[src/hw/rtl/swq_pkg.sv]
// Shared types and constants for the sorted wake-up queue.
// No dependencies.
package swq_pkg;

  localparam int MAX_RESULTS = 16;
  localparam int POP_W       = $clog2(MAX_RESULTS + 1);
  localparam int TICK_W      = 63;
  localparam int WAKE_W      = 64;
  localparam logic [WAKE_W-1:0] BIAS = 64'h0000_0000_8000_0000;
  localparam logic [31:0] BIAS32 = 32'h8000_0000;

  typedef enum logic [1:0] {
    ST_ACCEPTED = 2'd0,
    ST_FULL     = 2'd1,
    ST_WOKEN    = 2'd2,
    ST_NONE     = 2'd3
  } swq_status_t;

  typedef struct packed {
    logic [WAKE_W-1:0] wake;
    logic [7:0]        id;
  } swq_entry_t;

  localparam int ENTRY_W = $bits(swq_entry_t);

endpackage

[src/hw/rtl/swq_ram.sv]
// Generic simple dual-port RAM, one write and one registered read port.
// No dependencies.
module swq_ram #(
  parameter int WIDTH = 8,
  parameter int DEPTH = 16
) (
  input  logic                     clk,
  input  logic                     we,
  input  logic [$clog2(DEPTH)-1:0] waddr,
  input  logic [WIDTH-1:0]         wdata,
  input  logic [$clog2(DEPTH)-1:0] raddr,
  output logic [WIDTH-1:0]         rdata
);

  logic [WIDTH-1:0] mem [DEPTH];

  always_ff @(posedge clk) begin
    if (we) begin
      mem[waddr] <= wdata;
    end
    rdata <= mem[raddr];
  end

endmodule

[src/hw/rtl/sorted_wakeup_queue.sv]
// Sorted wake-up queue: tick counter plus a circular queue in one RAM, kept sorted.
// Depends on swq_pkg and swq_ram.
// Sleep: S_INS_CMP shifts later entries up and writes the new one (S_INS_WR at the bottom); full: S_FIN.
// Tick: S_POP_LIM, then S_POP_CHK pops due entries; results 1/cycle while out_ready holds.
// One item at a time; in_ready returns with the final result, even while it still waits.
// Reset (synchronous, active low) clears the counter, occupancy and control; RAM keeps data.
module sorted_wakeup_queue
  import swq_pkg::*;
#(
  parameter int QUEUE_DEPTH = 16
) (
  input  logic                 clk,
  input  logic                 rst_n,
  input  logic                 in_valid,
  output logic                 in_ready,
  input  logic                 in_kind,
  input  logic [7:0]           in_thread_id,
  input  logic signed [31:0]   in_sleep_ticks,
  output logic                 out_valid,
  input  logic                 out_ready,
  output logic [1:0]           out_status,
  output logic [7:0]           out_woken_id,
  output logic [TICK_W-1:0]    out_now_tick,
  output logic                 out_last
);

  localparam int AW = (QUEUE_DEPTH > 1) ? $clog2(QUEUE_DEPTH) : 1;
  localparam int CW = $clog2(QUEUE_DEPTH + 1);
  localparam logic [AW-1:0] LAST_IDX = AW'(QUEUE_DEPTH - 1);
  localparam logic [AW:0]   DEPTH_S  = (AW+1)'(QUEUE_DEPTH);

  typedef enum logic [5:0] {
    S_IDLE    = 6'b000001,
    S_INS_CMP = 6'b000010,
    S_INS_WR  = 6'b000100,
    S_POP_LIM = 6'b001000,
    S_POP_CHK = 6'b010000,
    S_FIN     = 6'b100000
  } state_t;

  function automatic logic [AW-1:0] idx_inc(input logic [AW-1:0] x);
    return (x == LAST_IDX) ? '0 : AW'(x + 1'b1);
  endfunction

  function automatic logic [AW-1:0] idx_dec(input logic [AW-1:0] x);
    return (x == '0) ? LAST_IDX : AW'(x - 1'b1);
  endfunction

  state_t              state_r, state_nxt;
  logic [TICK_W-1:0]   tick_r, tick_nxt;
  logic [AW-1:0]       head_r, head_nxt;
  logic [CW-1:0]       count_r, count_nxt;
  logic [AW-1:0]       p_r, p_nxt;
  logic [CW-1:0]       j_r, j_nxt;
  logic [WAKE_W-1:0]   wake_r, wake_nxt;
  logic [7:0]          id_r, id_nxt;
  logic [WAKE_W-1:0]   limit_r, limit_nxt;
  logic [POP_W-1:0]    popped_r, popped_nxt;
  logic                pend_r, pend_nxt;
  swq_status_t         fin_status_r, fin_status_nxt;
  logic [7:0]          fin_id_r, fin_id_nxt;
  logic                out_valid_r, out_valid_nxt;
  logic [1:0]          out_status_r, out_status_nxt;
  logic [7:0]          out_id_r, out_id_nxt;
  logic [TICK_W-1:0]   out_tick_r, out_tick_nxt;
  logic                out_last_r, out_last_nxt;

  logic                ram_we;
  logic [AW-1:0]       ram_waddr, ram_raddr;
  swq_entry_t          ram_wdata, ram_rdata;
  logic [AW:0]         tail_sum;
  logic [AW-1:0]       tail;
  logic                out_free, in_xfer, due;

  swq_ram #(
    .WIDTH(ENTRY_W),
    .DEPTH(QUEUE_DEPTH)
  ) u_ram (
    .clk  (clk),
    .we   (ram_we),
    .waddr(ram_waddr),
    .wdata(ram_wdata),
    .raddr(ram_raddr),
    .rdata(ram_rdata)
  );

  assign in_ready = (state_r == S_IDLE);
  assign in_xfer  = in_valid && in_ready;
  assign out_free = !out_valid_r || out_ready;
  assign tail_sum = (AW+1)'(head_r) + (AW+1)'(count_r);
  assign tail     = (tail_sum >= DEPTH_S) ? AW'(tail_sum - DEPTH_S) : AW'(tail_sum);
  assign due      = (ram_rdata.wake <= limit_r);

  always_comb begin
    state_nxt      = state_r;
    tick_nxt       = tick_r;
    head_nxt       = head_r;
    count_nxt      = count_r;
    p_nxt          = p_r;
    j_nxt          = j_r;
    wake_nxt       = wake_r;
    id_nxt         = id_r;
    limit_nxt      = limit_r;
    popped_nxt     = popped_r;
    pend_nxt       = pend_r;
    fin_status_nxt = fin_status_r;
    fin_id_nxt     = fin_id_r;
    out_valid_nxt  = out_valid_r && !out_ready;
    out_status_nxt = out_status_r;
    out_id_nxt     = out_id_r;
    out_tick_nxt   = out_tick_r;
    out_last_nxt   = out_last_r;
    ram_we         = 1'b0;
    ram_waddr      = p_r;
    ram_wdata      = '{wake: wake_r, id: id_r};
    ram_raddr      = head_r;

    unique case (state_r)
      S_IDLE: begin
        if (in_xfer) begin
          if (in_kind) begin
            wake_nxt = {1'b0, tick_r} + {32'd0, ($unsigned(in_sleep_ticks) ^ BIAS32)};
            id_nxt   = in_thread_id;
            if (count_r == CW'(QUEUE_DEPTH)) begin
              fin_status_nxt = ST_FULL;
              fin_id_nxt     = '0;
              state_nxt      = S_FIN;
            end else begin
              p_nxt = tail;
              j_nxt = count_r;
              state_nxt = (count_r == '0) ? S_INS_WR : S_INS_CMP;
            end
          end else begin
            tick_nxt  = TICK_W'(tick_r + 1'b1);
            state_nxt = S_POP_LIM;
          end
        end
        ram_raddr = idx_dec(tail);
      end
      S_INS_CMP: begin
        ram_we = 1'b1;
        if (ram_rdata.wake <= wake_r) begin
          count_nxt      = CW'(count_r + 1'b1);
          fin_status_nxt = ST_ACCEPTED;
          fin_id_nxt     = '0;
          state_nxt      = S_FIN;
        end else begin
          ram_wdata = ram_rdata;
          p_nxt     = idx_dec(p_r);
          j_nxt     = CW'(j_r - 1'b1);
          if (j_r == CW'(1)) begin
            state_nxt = S_INS_WR;
          end
        end
        ram_raddr = idx_dec(p_nxt);
      end
      S_INS_WR: begin
        ram_we         = 1'b1;
        count_nxt      = CW'(count_r + 1'b1);
        fin_status_nxt = ST_ACCEPTED;
        fin_id_nxt     = '0;
        state_nxt      = S_FIN;
      end
      S_POP_LIM: begin
        limit_nxt  = {1'b0, tick_r} + BIAS;
        popped_nxt = '0;
        pend_nxt   = 1'b0;
        if (count_r == '0) begin
          fin_status_nxt = ST_NONE;
          fin_id_nxt     = '0;
          state_nxt      = S_FIN;
        end else begin
          state_nxt = S_POP_CHK;
        end
        ram_raddr = head_r;
      end
      S_POP_CHK: begin
        if (due) begin
          if (!pend_r || out_free) begin
            if (pend_r) begin
              out_valid_nxt  = 1'b1;
              out_status_nxt = ST_WOKEN;
              out_id_nxt     = fin_id_r;
              out_tick_nxt   = tick_r;
              out_last_nxt   = 1'b0;
            end
            pend_nxt       = 1'b1;
            fin_status_nxt = ST_WOKEN;
            fin_id_nxt     = ram_rdata.id;
            head_nxt       = idx_inc(head_r);
            count_nxt      = CW'(count_r - 1'b1);
            popped_nxt     = POP_W'(popped_r + 1'b1);
            if (count_r == CW'(1) || popped_r == POP_W'(MAX_RESULTS - 1)) begin
              state_nxt = S_FIN;
            end
          end
        end else begin
          if (!pend_r) begin
            fin_status_nxt = ST_NONE;
            fin_id_nxt     = '0;
          end
          state_nxt = S_FIN;
        end
        ram_raddr = head_nxt;
      end
      S_FIN: begin
        if (out_free) begin
          out_valid_nxt  = 1'b1;
          out_status_nxt = fin_status_r;
          out_id_nxt     = fin_id_r;
          out_tick_nxt   = tick_r;
          out_last_nxt   = 1'b1;
          state_nxt      = S_IDLE;
        end
      end
      default: begin
        state_nxt = S_IDLE;
      end
    endcase
  end

  always_ff @(posedge clk) begin
    if (!rst_n) begin
      state_r     <= S_IDLE;
      tick_r      <= '0;
      head_r      <= '0;
      count_r     <= '0;
      pend_r      <= 1'b0;
      out_valid_r <= 1'b0;
    end else begin
      state_r     <= state_nxt;
      tick_r      <= tick_nxt;
      head_r      <= head_nxt;
      count_r     <= count_nxt;
      pend_r      <= pend_nxt;
      out_valid_r <= out_valid_nxt;
    end
  end

  always_ff @(posedge clk) begin
    p_r          <= p_nxt;
    j_r          <= j_nxt;
    wake_r       <= wake_nxt;
    id_r         <= id_nxt;
    limit_r      <= limit_nxt;
    popped_r     <= popped_nxt;
    fin_status_r <= fin_status_nxt;
    fin_id_r     <= fin_id_nxt;
    out_status_r <= out_status_nxt;
    out_id_r     <= out_id_nxt;
    out_tick_r   <= out_tick_nxt;
    out_last_r   <= out_last_nxt;
  end

  assign out_valid    = out_valid_r;
  assign out_status   = out_status_r;
  assign out_woken_id = out_id_r;
  assign out_now_tick = out_tick_r;
  assign out_last     = out_last_r;

`ifndef SYNTHESIS
  a_count_bound: assert property (@(posedge clk) disable iff (!rst_n)
    count_r <= CW'(QUEUE_DEPTH))
    else $error("occupancy above queue depth");

  a_last_single: assert property (@(posedge clk) disable iff (!rst_n)
    out_valid && (out_status != ST_WOKEN) |-> out_last)
    else $error("single-result status without last");

  a_tick_step: assert property (@(posedge clk) disable iff (!rst_n)
    in_valid && in_ready && !in_kind |=> tick_r == TICK_W'($past(tick_r) + 1'b1))
    else $error("tick counter did not advance on tick transfer");

  a_we_insert: assert property (@(posedge clk) disable iff (!rst_n)
    ram_we |-> (state_r == S_INS_CMP || state_r == S_INS_WR))
    else $error("RAM write outside insertion");

  a_pop_no_overrun: assert property (@(posedge clk) disable iff (!rst_n)
    state_r == S_POP_CHK |-> count_r != '0)
    else $error("pop scan on empty queue");
`endif

endmodule
[config.mk]
export PLATFORM = sky130hd
export DESIGN_NAME = sorted_wakeup_queue
export DESIGN_NICKNAME = d
export VERILOG_FILES = /design/src/hw/rtl/swq_pkg.sv /design/src/hw/rtl/swq_ram.sv /design/src/hw/rtl/sorted_wakeup_queue.sv
export SDC_FILE = /design/constraint.sdc
export NUM_CORES = 2
export LEC_CHECK = 0
export ABC_AREA = 1
export BUFFER_PORTS_ARGS = -buffer_cell sky130_fd_sc_hd__buf_2
export CAP_MARGIN = 20
export CORE_ASPECT_RATIO = 2
export CORE_MARGIN = 5
export CORE_UTILIZATION = 44
export CTS_CLUSTER_DIAMETER = 100
export DETAILED_ROUTE_END_ITERATION = 7
export HOLD_SLACK_MARGIN = 0.02
export PLACE_DENSITY = 0.73
export SETUP_SLACK_MARGIN = 0.4
export SLEW_MARGIN = 10
export SYNTH_ARGS = -nofsm -noshare
export SYNTH_HDL_FRONTEND = slang
export SYNTH_SLANG_ARGS = --single-unit
export TNS_END_PERCENT = 30
[constraint.sdc]
create_clock -name clk -period 8.2 [get_ports clk]
set_clock_uncertainty 0.2 [all_clocks]
set_input_delay 0.41 -clock clk [delete_from_list [all_inputs] [get_ports clk]]
set_output_delay 0.41 -clock clk [all_outputs]
set_load 0.05 [all_outputs]
Yosys cells after proc, flatten, opt, wreduce, memory -nomap -nowiden
Memories as Yosys holds them, arrays and structs flattened. A register that Yosys moved wholly into a read port is not among the register bits.
Index checks and enable logic that the tools add are counted.
{ "totals": {"wordCells": 179, "mem_count": 1, "latch_bits": 0, "mem_bits_ro": 0, "ram_bits": 1152, "out_inout_bits": 76, "in_bits": 45, "register_bits": 314} }
{ "mem_list": {"columns": ["memory", "depth", "word_bits", "rd", "rd_clocked_by_memory_dff", "write_ports", "line_no", "source"], "rows": [
  ["u_ram.mem", 16, 72, 1, 1, 1, "swq_ram.sv:15", "logic [WIDTH-1:0] mem [DEPTH];"]
]} }
{ "classes": {"bitwise_logic": 2, "n_reduce_logical": 27, "div": 0, "n_mux": 89, "n_lt_le_gt_ge": 3, "n_eq_ne": 26, "shifts": 0, "add_sub_neg": 13, "mul": 0} }
{ "op_table": {"columns": ["op", "count"], "rows": [
  ["63-bit two-way mux", 4],
  ["72-bit two-way mux", 2],
  ["64-bit less-or-equal comparator", 2],
  ["63-bit one-hot mux with 2 select lines", 1],
  ["8-bit two-way mux", 12],
  ["63-bit by 32-bit adder with 64-bit output", 1],
  ["63-bit by 32-bit adder with 64-bit output, second input constant", 1],
  ["63-bit by 1-bit adder with 63-bit output, second input constant", 1],
  ["6-bit two-way mux", 10],
  ["4-bit two-way mux", 12],
  ["5-bit two-way mux", 9],
  ["8-bit one-hot mux with 5 select lines", 1],
  ["6-bit one-hot mux with 6 select lines", 1],
  ["2-bit two-way mux", 12],
  ["5-bit one-hot mux with 2 select lines", 2],
  ["2-bit inequality test, second input constant", 8],
  ["8-bit one-hot mux with 2 select lines", 1],
  ["4-bit by 1-bit subtractor with 4-bit output, second input constant", 4],
  ["5-bit one-hot mux with 3 select lines", 1],
  ["5-bit AND reduction", 3],
  ["1-bit two-way mux", 13],
  ["4-bit logical NOT", 3],
  ["3-bit inequality test, second input constant", 4],
  ["4-bit one-hot mux with 3 select lines", 1],
  ["other kinds (33)", 51]
]} }

Logic depth before layout (Yosys ltp)
{ "logic_depth": {"depth_word": 7, "depth_mapped": 31, "mapped_depth_nobuf": 28} }

By module
From an unflattened synthesis, not the netlist that was laid out.
{ "hier_totals": {"cells_unflattened": 7086, "area_unflattened_um2": 70328.7} }
{ "by_module_without_submodules": {"columns": ["mod", "cells_per_inst", "seq_area_each_um2", "n_inst", "area_each_um2"], "rows": [
  ["swq_ram", 4733, 36034.6, 1, 50694.9],
  ["sorted_wakeup_queue", 2353, 8628.3, 1, 19633.8]
]} }

Least setup slack after synthesis
No wires, ideal clock.
{ "synth_path": {"path_kind": "reg-to-reg", "from": "register state_r[4]", "to": "register fin_id_r[0] (enable)", "required_ns": 7.624, "arrival_time_ns": 8.522, "path_buffers": 0, "setup_time_ns": 0.376, "synth_period_minus_slack_ns": 9.099, "path_slack_ns": -0.899, "stages_incl_launch_ff": 8, "path_cell_list": "dfxtp_1 > nor2_1 > inv_1 > nor4_1 > nor3_1 > a2111oi_0 > o31ai_1 > nor2_1"} }
{ "synth_between": {"elab_chain_cells": 4, "word_cells_on_any_way": 15, "cone_classes": "eq/ne: 12; reduce/logical: 3"} }
{ "synth_lines": {"columns": ["element", "line_no", "source"], "rows": [
  ["start, declared", "sorted_wakeup_queue.sv:49", "state_t state_r, state_nxt;"],
  ["start signal, assigned", "sorted_wakeup_queue.sv:231", "state_r <= state_nxt;"],
  ["6-bit by 1-bit == test with 1-bit output", "sorted_wakeup_queue.sv:87, sorted_wakeup_queue.sv:118", null],
  ["1-bit logical AND", "sorted_wakeup_queue.sv:88", "assign in_xfer = in_valid && in_ready;"],
  ["2-bit by 1-bit inequality test with 1-bit output (no source line)", null, null],
  ["8-bit AND reduction (no source line) (*)", null, null],
  ["end signal, assigned", "sorted_wakeup_queue.sv:248", "fin_id_r <= fin_id_nxt;"],
  ["end, declared", "sorted_wakeup_queue.sv:61", "logic [7:0] fin_id_r, fin_id_nxt;"]
]} }
Every way passes the cells marked *; elsewhere a longest branch is shown, timed or not.
A chain may end at the register's enable or synchronous reset.

Final worst setup path
{ "layout_path": {"from": "register limit_r[63]", "to": "register u_ram.rdata[45] (read register of u_ram.mem)"} }
{ "layout_between": {"elab_chain_cells": 3} }
{ "layout_lines": {"columns": ["element", "line_no", "source"], "rows": [
  ["start, declared", "sorted_wakeup_queue.sv:57", "logic [WAKE_W-1:0] limit_r, limit_nxt;"],
  ["start signal, assigned", "sorted_wakeup_queue.sv:245", "limit_r <= limit_nxt;"],
  ["64-bit less-or-equal comparator", "sorted_wakeup_queue.sv:92", "assign due = (ram_rdata.wake <= limit_r);"],
  ["4-bit two-way mux", "sorted_wakeup_queue.sv:178", "if (due) begin"],
  ["4-bit one-hot mux with 3 select lines", "sorted_wakeup_queue.sv:118", "unique case (state_r)"],
  ["end, declared", "swq_ram.sv:12", "output logic [WIDTH-1:0] rdata"]
]} }
No other way between the ends.

==> results.ini <==
[routing]
met3_length_mm = 15.6
vias = 50700
routed_wl_mm = 199
top_layer = met4
ant_nets = 0
first_iter_violations = 4890
wl_met2_mm = 99.9
m1WireLength_mm = 68.9
post_drt_wl_per_cell_um = 22.0
drc = 0
drt_first_pass_iters = 6
vias_per_cell = 5.58

[setup_path]
reg2reg_slack_ns = 1.77
worstPathRequired_ns = 8.51
reg2reg_from = limit_r[63]$_DFFE_PP_
arrival_ns = 6.74
worstPathMaxFanout = 64
timing.rr.end = u_ram.rdata[45]$_DFF_P_
startpoint_type = flip-flop
critPathKind = reg2reg
end_kind = flip-flop
r2r_cells = 21

[layout]
utilization_pct = 49.0
fin_nets = 7112
area_delta_synth_final_pct = 10.8
fillers = 13700
drive_gt1_share_pct = 7.59

[power_and_ir_drop]
finalPower_mw = 30.8
p_leak_nw = 31.2
power_density_nw_per_um2 = 396
ir_drop_mv = 0.503

[cts]
cts-root-buf = clkbuf_16
post_cts_buffers = 0
cts_buffers = 120
cts_tree = yes
clock_latency_ns = 0.74
clkSlewWorstSetupHoldPaths_ns = 0.07
htree_levels = 3
ctsLongestPathBuffers = 3
clock_sinks = 1538

[floorplanning]
rows = 207
design.die.area_um2 = 168000
io_pins = 121
start_util_pct = 44.2
core-area_um2 = 159000
fp.dieW_um = 292
fp.dieH_um = 575

[synth]
synth_edf_count = 1386
async_flop_share_pct = 0
synthMuxAreaShare_pct = 0
yosysTopAreaCellShare_pct = 59.3
yosysTopAreaCell = edfxtp_1
ys.flop_type = edfxtp_1
ys_types = 54
syn_nets = 7014
yosysWarnings = 0
yosysMostFrequentCell = nand2_1
syn-instance-count = 6787
ys_top_cells_by_count = nand2_1, edfxtp_1, nand3_1
avgSynthCellArea_um2 = 10.3
synthSimpleGateAreaFrac_pct = 22.2
synth_seq_cells = 1538
synth_top_family_by_area = simple AND/OR/NAND/NOR gates
synthTopCellsByArea = edfxtp_1, nand2_1, nand3_1, dfxtp_1, inv_1
synth_fa_ha_area_share_pct = 3.27
synth_area_um2 = 70200
synth-seq-area-share_pct = 63.6
synth_compound_area_share_pct = 2.74
synth-xor-area-share_pct = 1.60

[grt]
grt_usage_pct = 22.8
antenna_found_initial = 4
grt-ovfl-total = 0
grt_pass1_vias = 50600
grt_max_degree = 183
grt_pass1_wl_mm = 297

[place]
dp_slack_ns = 1.93
hpwl_mm = 119
routabilityCongestion = 0.975
portBuffers = 120

[timing]
finalSetupTns_ns = 0
finalMaxSlewViolations = 0
relSlewSlack_pct = 25.8
grt_setup_unrepaired = no
hold_slack_ns = 0.0482
fmax_mhz = 156
timing.final.crit_share_pct = 78.4
fin_ws_ns = 1.77
setup_violations = 0
finalHoldViolCount = 0
final.min_clock_period_ns = 6.43
tightest_slew_ns = 1.11

[min_path]
min_to = wake_r[13]$_DFFE_PP_
whs_path_depth = 3
hp-start = in_sleep_ticks[13]
min_path_type = in2reg

[run_status]
status = complete, no violations

[flow_run]
cap_violations = 0

-- logic make-up after synthesis --
kind of cell | Yosys count
DFF | 1538
buffers and inverters | 1076
xor gates and xnor gates | 128
adders and majority gates | 182
AOI/OAI and AO/OA | 356
and+or+nand+nor | 3507
-- placed cells by master (no fill, tap or decap), types with 15 or more instances in the layout --
cell / synthesis / layout
a21oi_1: 155 / 155
buf_2: 123 / 121
buf_4: 31 / 137
bufinv_16: 0 / 17
clkbuf_1: 122 / 15
clkbuf_16: 0 / 124
clkinv_1: 1 / 15
clkinv_2: 0 / 20
dfxtp_1: 152 / 152
dlygate4sd3_1: 0 / 34
edfxtp_1: 1386 / 1386
ha_1: 180 / 180
inv_1: 736 / 736
nand2_1: 1919 / 1919
nand3_1: 1000 / 998
nand3b_1: 219 / 219
nand4_1: 25 / 25
nor2_1: 229 / 211
nor2_4: 1 / 19
nor3_1: 63 / 62
nor4_1: 21 / 19
o21a_1: 20 / 20
o21ai_0: 143 / 130
o21ai_1: 7 / 20
xnor2_1: 19 / 19
xor2_1: 109 / 109
-- per-layer routing --
| metal | up-vias | GRT usage (%) |
|---|---|---|
| li1 | 23000 | - |
| met1 | 24400 | 25.9 |
| met2 | 2504 | 40.3 |
| met3 | 716 | 3.06 |
| met4 | 0 | 14.5 |
| met5 | - | 0 |
-- flip-flops by register name, indices dropped and copies added, names as in the netlist, 2 cells and up --
signal / flops
popped_r: 5
tick_r: 63
fin_status_r: 2
j_r: 5
fin_id_r: 8
out_woken_id: 8
u_ram.mem: 1152
u_ram.rdata: 72
limit_r: 64
head_r: 4
id_r: 8
count_r: 5
p_r: 4
state_r: 6
wake_r: 64
out_status: 2
out_now_tick: 63
-- per-stage QoR --
step / cell area, um^2 / cells
6_report: 77800 / 9083
5_1_grt: 77800 / 9083
4_1_cts: 77700 / 9074
3_5_place_dp: 73100 / 8811
3_3_place_gp: 73100 / 8809
2_1_floorplan: 70200 / 6787
-- area by class of cell --
class	instances	area [um^2]	share of cell area, %
Clock buffer	153	3350	4.31
Sequential cell	1538	44700	57.4
Antenna cell	1	2.50	0.00322
Multi-Input combinational cell	4173	21100	27.2
Inverter	744	2800	3.60
Tap cell	2090	2620	3.36
Clock inverter	76	898	1.16
Timing Repair Buffer	308	2290	2.95
-- where the power goes --
| group | total, mW | switching [mW] | leakage [nW] | internal, mW |
|---|---|---|---|---|
| sequential | 9.53 | 0.319 | 13.7 | 9.21 |
| clock | 6.29 | 2.84 | 2.07 | 3.45 |
| combinational | 15.0 | 10.9 | 15.4 | 4.15 |
| total | 30.8 | 14.0 | 31.2 | 16.8 |
-- critical path, stage by stage, from the launching register on --
cell and delay (ns):
edfxtp_1 0.32, inv_1 0.04, ha_1 0.31, nand4_1 0.13, nor3_1 0.49, nand2_1 0.29, nor2_1 0.40, nand4_1 0.51
nand2_2 0.34, nand2_1 0.09, nand2_1 0.06, nand2_1 0.13, nand3_4 0.58, buf_4 0.72, buf_4 0.67, nand3b_1 0.13
nand2_1 0.10, nand2_1 0.05, nand3_1 0.09, nand2_1 0.07, nand2_1 0.08, nand2_1 0.29
-- what timing repair did --
item,CTS,global route
endpoints found under the hold margin,41,0
endpoints found under the setup margin,0,0
gates resized for setup,0,0
hold buffers,34,0
-- worst max-delay path by stage --
stage	start	endpoint	slack (ns)
2_1_floorplan	limit_r[55]$_DFFE_PP_	out_last$_DFFE_PP_	0.86
3_3_place_gp	limit_r[59]$_DFFE_PP_	u_ram.rdata[45]$_DFF_P_	1.93
3_5_place_dp	limit_r[63]$_DFFE_PP_	u_ram.rdata[45]$_DFF_P_	1.93
4_1_cts	limit_r[63]$_DFFE_PP_	u_ram.rdata[45]$_DFF_P_	1.92
5_1_grt	limit_r[63]$_DFFE_PP_	u_ram.rdata[45]$_DFF_P_	1.60
6_report	limit_r[63]$_DFFE_PP_	u_ram.rdata[45]$_DFF_P_	1.77
No activity file was read; power rests on OpenSTA's default activity.
